### config.mk
export PLATFORM = sky130hd
export DESIGN_NAME = ialu_front
export DESIGN_NICKNAME = d
export VERILOG_FILES = /design/src/ialu_pkg.sv /design/src/ialu_front.sv
export SDC_FILE = /design/constraint.sdc
export NUM_CORES = 2
export LEC_CHECK = 0
export BUFFER_PORTS_ARGS = -buffer_cell sky130_fd_sc_hd__buf_2
export CELL_PAD_IN_SITES_DETAIL_PLACEMENT = 1
export CELL_PAD_IN_SITES_GLOBAL_PLACEMENT = 1
export CORE_UTILIZATION = 46
export CTS_BUF_LIST = sky130_fd_sc_hd__clkbuf_2 sky130_fd_sc_hd__clkbuf_4 sky130_fd_sc_hd__clkbuf_8
export DETAILED_ROUTE_END_ITERATION = 16
export MAX_ROUTING_LAYER = met4
export PLACE_DENSITY_LB_ADDON = 0.1
export SLEW_MARGIN = 20
export SYNTH_ARGS = -nofsm -noshare
export SYNTH_HDL_FRONTEND = slang
export SYNTH_SLANG_ARGS = --single-unit
### constraint.sdc
create_clock -name i_clk -period 6.4 [get_ports i_clk]
set_clock_uncertainty 0.1 [all_clocks]
set_input_delay 0.96 -clock i_clk [delete_from_list [all_inputs] [get_ports i_clk]]
set_output_delay 0.96 -clock i_clk [all_outputs]
set_load 0.005 [all_outputs]
### src/ialu_pkg.sv
package ialu_pkg;

    localparam int DATA_WIDTH_DEF = 64;
    localparam int OP_W    = 5;
    localparam int FULL_W  = 64;
    localparam int TW_W    = 7;
    localparam int ST_W    = 2;
    localparam int FIFO_DEPTH = 4;

    typedef enum logic [OP_W-1:0] {
        OP_MUL  = 5'd0,  OP_SDIV = 5'd1,  OP_UDIV = 5'd2,  OP_SREM = 5'd3,
        OP_UREM = 5'd4,  OP_ADD  = 5'd5,  OP_SUB  = 5'd6,  OP_SHL  = 5'd7,
        OP_LSHR = 5'd8,  OP_ASHR = 5'd9,  OP_AND  = 5'd10, OP_XOR  = 5'd11,
        OP_OR   = 5'd12, OP_ULT  = 5'd13, OP_UGT  = 5'd14, OP_ULE  = 5'd15,
        OP_UGE  = 5'd16, OP_SLT  = 5'd17, OP_SGT  = 5'd18, OP_SLE  = 5'd19,
        OP_SGE  = 5'd20, OP_EQ   = 5'd21, OP_NE   = 5'd22, OP_TRUNC = 5'd23
    } t_op;

    localparam logic [ST_W-1:0] ST_OK    = 2'd0;
    localparam logic [ST_W-1:0] ST_DIV0  = 2'd1;
    localparam logic [ST_W-1:0] ST_SHIFT = 2'd2;
    localparam logic [ST_W-1:0] ST_OVF   = 2'd3;

    // operation class decided at the front
    typedef struct packed {
        logic is_mul;
        logic is_div;
        logic div_rem;
        logic div_sgn;
        logic neg_q;
        logic neg_r;
        logic [ST_W-1:0] status;
    } t_cls;

endpackage

### src/ialu_front.sv
module ialu_front
    import ialu_pkg::*;
#(
    parameter int DW = DATA_WIDTH_DEF
) (
    input  logic              i_clk,
    input  logic              i_rst_n,
    input  logic              i_valid,
    output logic              o_ready,
    input  logic [OP_W-1:0]   i_op,
    input  logic [FULL_W-1:0] i_a,
    input  logic [FULL_W-1:0] i_b,
    input  logic [TW_W-1:0]   i_tw,
    output logic              o_valid,
    input  logic              i_ready,
    output t_cls              o_cls,
    output logic [DW-1:0]     o_x,
    output logic [DW-1:0]     o_y,
    output logic [DW-1:0]     o_res
);
    localparam int AW = $clog2(FIFO_DEPTH);
    localparam int SW = $clog2(DW);

    logic [DW-1:0] a, b, ua, ub, mn, r;
    logic aneg, bneg, big, is_d, sgn, rem;
    logic [ST_W-1:0] st;
    logic [SW-1:0] sh;
    t_cls cls;

    assign a = i_a[DW-1:0];
    assign b = i_b[DW-1:0];
    assign aneg = a[DW-1];
    assign bneg = b[DW-1];
    assign ua = aneg ? (~a + 1'b1) : a;
    assign ub = bneg ? (~b + 1'b1) : b;
    assign mn = {1'b1, {(DW-1){1'b0}}};
    assign big = (b >= DW'(DW));
    assign sh = b[SW-1:0];

    always_comb begin
        r = '0;
        st = ST_OK;
        is_d = 1'b0;
        sgn = 1'b0;
        rem = 1'b0;
        case (t_op'(i_op))
            OP_MUL: r = '0;
            OP_SDIV, OP_SREM: begin
                rem = (i_op == OP_SREM);
                if (b == '0) begin
                    st = ST_DIV0;
                end else if (a == mn && b == '1) begin
                    st = ST_OVF;
                    r = rem ? '0 : mn;
                end else begin
                    is_d = 1'b1;
                    sgn = 1'b1;
                end
            end
            OP_UDIV, OP_UREM: begin
                rem = (i_op == OP_UREM);
                if (b == '0) st = ST_DIV0;
                else is_d = 1'b1;
            end
            OP_ADD: r = a + b;
            OP_SUB: r = a - b;
            OP_SHL:  if (big) st = ST_SHIFT; else r = a << sh;
            OP_LSHR: if (big) st = ST_SHIFT; else r = a >> sh;
            OP_ASHR: begin
                if (big) begin
                    st = ST_SHIFT;
                    r = {DW{aneg}};
                end else begin
                    r = DW'($signed(a) >>> sh);
                end
            end
            OP_AND: r = a & b;
            OP_XOR: r = a ^ b;
            OP_OR:  r = a | b;
            OP_ULT: r = DW'(a < b);
            OP_UGT: r = DW'(a > b);
            OP_ULE: r = DW'(a <= b);
            OP_UGE: r = DW'(a >= b);
            OP_SLT: r = DW'($signed(a) < $signed(b));
            OP_SGT: r = DW'($signed(a) > $signed(b));
            OP_SLE: r = DW'($signed(a) <= $signed(b));
            OP_SGE: r = DW'($signed(a) >= $signed(b));
            OP_EQ:  r = DW'(a == b);
            OP_NE:  r = DW'(a != b);
            OP_TRUNC: begin
                if (i_tw >= TW_W'(DW)) r = a;
                else r = a & ~({DW{1'b1}} << i_tw[SW-1:0]);
            end
            default: r = '0;
        endcase
        cls.is_mul = (i_op == OP_MUL);
        cls.is_div = is_d;
        cls.div_rem = rem;
        cls.div_sgn = sgn;
        cls.neg_q = sgn && (aneg != bneg);
        cls.neg_r = sgn && aneg;
        cls.status = st;
    end

    // short queue between front and back
    t_cls          r_q_cls [FIFO_DEPTH];
    logic [DW-1:0] r_q_x   [FIFO_DEPTH];
    logic [DW-1:0] r_q_y   [FIFO_DEPTH];
    logic [DW-1:0] r_q_r   [FIFO_DEPTH];
    logic [AW-1:0] r_wp, r_rp;
    logic [AW:0]   r_cnt;
    logic push, pop;

    assign o_ready = (r_cnt != (AW+1)'(FIFO_DEPTH));
    assign push = i_valid && o_ready;
    assign o_valid = (r_cnt != '0);
    assign pop = o_valid && i_ready;
    assign o_cls = r_q_cls[r_rp];
    assign o_x = r_q_x[r_rp];
    assign o_y = r_q_y[r_rp];
    assign o_res = r_q_r[r_rp];

    always_ff @(posedge i_clk) begin
        if (push) begin
            r_q_cls[r_wp] <= cls;
            r_q_x[r_wp] <= sgn ? ua : a;
            r_q_y[r_wp] <= sgn ? ub : b;
            r_q_r[r_wp] <= r;
        end
    end

    always_ff @(posedge i_clk) begin
        if (!i_rst_n) begin
            r_wp <= '0;
            r_rp <= '0;
            r_cnt <= '0;
        end else begin
            if (push) r_wp <= r_wp + 1'b1;
            if (pop) r_rp <= r_rp + 1'b1;
            r_cnt <= r_cnt + (AW+1)'(push) - (AW+1)'(pop);
        end
    end
endmodule

* Word level (Yosys, flattened, before mapping)
Memory sizes are Yosys's and may differ from the RTL's. A register that Yosys moved wholly into a read port is not among the register bits. Cells that the tools add are included. Widths: inputs -> output; s select.
Word-level totals: register bits after elaboration 7, bits in writable memories 800, output and inout port bits 202, word-level logic and storage cells 109, memories kept 4
Cells by class: add/sub/neg operators 8, magnitude comparators 10, equality and inequality tests 29, shift operators 4, multiplexer cells 33, bitwise operators 7, reductions and logical operators 11
Memories:
- r_q_r | words 4, width 64, read ports 1, clocked after memory_dff 1, write ports 1, RTL line ialu_front.sv:109 | logic [DW-1:0] r_q_r [FIFO_DEPTH];
- r_q_x | words 4, width 64, read ports 1, clocked after memory_dff 1, write ports 1, RTL line ialu_front.sv:107 | logic [DW-1:0] r_q_x [FIFO_DEPTH];
- r_q_y | words 4, width 64, read ports 1, clocked after memory_dff 1, write ports 1, RTL line ialu_front.sv:108 | logic [DW-1:0] r_q_y [FIFO_DEPTH];
- r_q_cls | words 4, width 8, read ports 1, clocked after memory_dff 1, write ports 1, RTL line ialu_front.sv:106 | t_cls r_q_cls [FIFO_DEPTH];
Operators with widths (number):
- $pmux 64 s20 | 1
- $mux 64 | 11
- $not 64->64 | 3
- $add 64x1->64 const B | 2
- $and 64x64->64 | 2
- $eq 64x64->1 const B | 2
- $ge 64x64->1 | 2
- $gt 64x64->1 | 2
- $le 64x64->1 | 2
- $lt 64x64->1 | 2
- $add 64x64->64 | 1
- $eq 64x64->1 | 1
- $ge 64x7->1 const B | 1
- $logic_not 64->1 | 1
- $ne 64x64->1 | 1
- $or 64x64->64 | 1
- $shl 64x6->64 | 1
- $shl 64x6->64 const A | 1
- $shr 64x6->64 | 1
- $sshr 64x6->64 | 1
- $sub 64x64->64 | 1
- $xor 64x64->64 | 1
- $eq 5x4->1 const B | 8
- $eq 5x5->1 const B | 8
- other kinds (18) | 45

* Depth between registers and ports, before layout
depth after elaboration 6, gate-level depth with buffers 20, mapped depth without buffers 15

* Worst setup path before layout
Ideal clock, no wire load.
path kind in2reg, start input i_b[2], end memory r_q_r[0][53] (netlist name) (data pin), library setup time 0.294 ns, arrival 5.879 ns, required time 6.006 ns, setup slack 0.127 ns, stages 18, cells stage by stage clkbuf_1 -> inv_2 -> buf_1 -> clkbuf_1 -> buf_1 -> buf_1 -> ha_1 -> clkbuf_1 -> a221oi_1 -> nor4_1 -> or4_1 -> a2111oi_0 -> o21ba_2 -> a41oi_1 -> o21ba_2 -> o21bai_1 -> o21a_1 -> o221ai_1
On the way: word-level cells in the longest chain between the ends 5, elaborated cells on any way between the ends 15, classes of those cells add/sub (2); order compare (1); eq/ne (1); shift (3); mux (6); reduce/logical (2)
RTL lines:
- start: declaration | RTL line ialu_front.sv:12 | input logic [FULL_W-1:0] i_b,
- branches (longest 4 deep; another with $ge 64x7->1)
- $pmux 64 s20 * | RTL line ialu_front.sv:46 | case (t_op'(i_op))
- via r[53] | RTL line ialu_front.sv:24 | logic [DW-1:0] a, b, ua, ub, mn, r;
- end: declaration | RTL line ialu_front.sv:109
Mark *: on every way through the listed nets, which the timed path passes.

* Worst setup path in the final report
start input i_a[61], end memory r_q_r[2][0] (netlist name) (data pin)
On the way: word-level cells in the longest chain between the ends 5, elaborated cells on any way between the ends 21, classes of those cells order compare (8); eq/ne (3); shift (3); mux (6); reduce/logical (1)
RTL lines:
- start: declaration | RTL line ialu_front.sv:11 | input logic [FULL_W-1:0] i_a,
- branches (longest 4 deep; another with $ge 64x64->1)
- $pmux 64 s20 * | RTL line ialu_front.sv:46
- via r[0] | RTL line ialu_front.sv:24
Marked as above.

==> key figures <==
Run status
  • Status: complete, no violations

Timing
  • Fin Setup TNS: 0 ps
  • Period minus WS final: 5780 ps
  • Fmax: 173 MHz
  • Final Cycle Share: 0.903
  • Worst Tran Pin Value: 1310 ps
  • Setup Viol. Count Final: 0
  • Final hold violation count: 0
  • Max Transition Viols Final: 0
  • Rel. slew slack: 0.117
  • Fin Hold WS: between 300 and 400 ps
  • RSZ-0062 raised after global routing: no

GRT
  • Largest net degree at the start of global routing: 114
  • Antenna violations before repair: 33
  • Vias in the first global route: about 49000
  • Grt ovf: 0
  • First-pass GRT wire length: between 300 and 400 mm
  • All-Layer GR Usage: 0.488

CTS
  • Worst-skew pair later-pin latency: a little under 900 ps
  • CTS H-tree lvls: 4
  • CTS sink cnt: around 800
  • CTS-repair resized insts: 0
  • CTS root buffer: clkbuf_8
  • CTS Hold Bufs: 0
  • Clock-pin transition on the worst setup and hold timing paths: around 60 ps
  • CTS tree: done
  • CTS max path bufs: 3
  • CTS Buf Count: about 130
  • Post-CTS setup buffers: 0

Drt
  • Vias post-DR: around 50000
  • Final ANT Viol Nets: 0
  • DRC Markers: 0
  • Number of DRC markers in iteration 0: 7213
  • Final WL: 282 mm
  • Vias per inst: approximately 7.2
  • Wire per inst: a little over 40 um
  • Initial DRT Pass Iterations: 8

Die
  • # rows: between 100 and 150
  • Die footprint: 118000 um2
  • Core Region: ~110000 um2
  • Starting Density: 0.466
  • # IOs: 346
  • Die W: approximately 340 um
  • Die Y-Extent: approximately 340 um

Placed design
  • Buffers on Ports: between 300 and 400
  • DPL Wire Length: ~210 mm
  • GPL Wtd Cong: approximately 1.2

Final layout
  • Most frequent cells in the layout: 800 x edfxtp_1, 437 x nor2_1, 401 x a21oi_1
  • Area grow syn2layout: 14.6%
  • Layout Nets: 5679
  • Commonest non-fill, non-tap cell in the layout: edfxtp_1
  • Share of cells above drive strength 1: 0.237

Power
  • Reg power frac: 0.395
  • Psw: 0.00612 W
  • Clk network pwr share: 0.262
  • Max VDD drop: about 0.00027 V
  • Reported leakage power: between 20 and 25 nW
  • Comb power frac: 0.343
  • Pwr/cell area: roughly 280 nW/um2
  • Internal power: roughly 0.011 W
  • Switching share of power: 0.355

Worst setup path
  • Crit start category: input port
  • Crit path max fanout: 13
  • Req. time, crit path: about 6900 ps
  • WP data arrival: between 6000 and 7000 ps
  • Worst setup startpoint: i_a[61]
  • Endpoint class of the critical path: register
  • WS Path Type: in2reg
  • Critical R2R Launch: r_cnt[1]

Synth
  • Post-synthesis register bit count: ~810
  • Synthesized net count: roughly 5200
  • Synth Area per Inst: between 10 and 15 um2
  • Post-synth EDFFs: 800
  • Top FF cell, synth: edfxtp_1
  • Asr flop ratio synth: 0
  • Synth Instances: 4887
  • Syn Std Cell Area: approximately 53000 um2
  • Ys Warns: 0
  • Register area share after synthesis: 0.453
  • Netlist cell types: 85

Hold path
  • Worst hold path type: in2reg
  • Worst hold start: i_rst_n

Run
  • Max-cap viol count: 0
[cell type report]
| cell class | instances | area [um2] |
|---|---|---|
| fill | 12300 | 53600 |
| clock inverter | 55 | 398 |
| inverter | 223 | 841 |
| antenna | 35 | 87.6 |
| timing repair buffer | 697 | 4720 |
| multi-input combinational | 3466 | 27000 |
| sequential | 809 | 24200 |
| tap | 1512 | 1890 |
| clock buffer | 172 | 2120 |
[sequential cells by signal, indices dropped and copies added, names as in the netlist, named ones only]
name,flops
r_q_x,256
r_wp,2
r_q_r,256
r_q_y,256
r_q_cls,32
r_rp,2
r_cnt,3
[path summary, 6_finish.rpt]
kind         depth (start not counted)           to  slack [ps]
max                                 13  r_q_r[2][0]         620
max reg2reg                         12     r_cnt[2]        3640
min reg2reg                          2      r_wp[1]         460
min                                  2      r_wp[1]         300
[power groups by stage]
stage	Combinational, W	Clock (W)	Sequential, W
finish	0.00592	0.00451	0.00680
global route	0.00611	0.00472	0.00684
CTS	0.00578	0.00454	0.00680
detailed placement	0.00572	0	0.00689
global placement	0.00566	0	0.00682
floorplan	0.00318	0	0.00683
[metal layers]
metal	part of all wire	track usage	vias to the layer above
met3	0.11	0.129	896
met4	0.076	0.303	0
li1	-	-	19900
met1	0.38	0.613	25200
met2	0.44	0.700	3937
met5	0	-	-
[synth_stat cells (31+ instances only)]
library cell	number	area share
xnor2_1	132	0.022
mux2i_1	122	0.023
nand4_1	65	0.0076
nand3_1	72	0.0067
and2_1	35	0.0041
a211oi_1	66	0.0093
a21oi_1	401	0.038
ha_1	202	0.047
nor2_1	440	0.031
nor4_1	54	0.0063
a22oi_1	49	0.0069
o211ai_1	69	0.0097
a221oi_1	52	0.0085
edfxtp_1	800	0.45
mux4_2	293	0.12
o31ai_1	45	0.0063
nor3_1	103	0.0096
o21ai_0	332	0.031
nand2_1	313	0.022
a31oi_1	77	0.0090
o221ai_1	31	0.0051
o21bai_1	46	0.0065
or3_1	32	0.0037
buf_1	74	0.0052
inv_1	216	0.015
clkbuf_1	301	0.021
a21o_1	36	0.0051
o22ai_1	50	0.0059
[metrics by stage]
stage	worst slack [ps]	instance area, um2	power [W]	utilization	std cells
global placement	376	58600	0.0125	0.511	6707
detailed placement	302	58600	0.0126	0.511	6707
CTS	1100	61200	0.0171	0.533	6934
global route	737	61200	0.0177	0.533	6959
floorplan	127	53500	0.0100	-	4887
finish	623	61300	0.0172	0.534	6969
[worst max-delay path, stage by stage]
cell and delay [ps]:
buf_2 370, inv_1 140, ha_1 480, nor4_1 750
nand3_1 770, nor3_1 460, and4_1 660, o21bai_1 220
o31a_1 200, mux2i_1 80, or3_1 340, a2111oi_0 520
nand3_1 290
[cell families (layout without fill, tap and decap cells)]
kind of cell / count (synthesis) / after routing / share of synthesized area
multiplexers: 441 / 441 / 0.152
AO/OA/AOI/OAI: 1452 / 1452 / 0.174
XOR/XNOR: 134 / 134 / 0.0220
flip-flops: 809 / 809 / 0.453
adder cells (fa/ha/maj): 205 / 205 / 0.0484
AND/OR/NAND/NOR: 1234 / 1234 / 0.107
buffers and inverters: 612 / 1147 / 0.0440
other: 0 / 35 / 0
No activity file was read; power rests on OpenSTA's default activity.
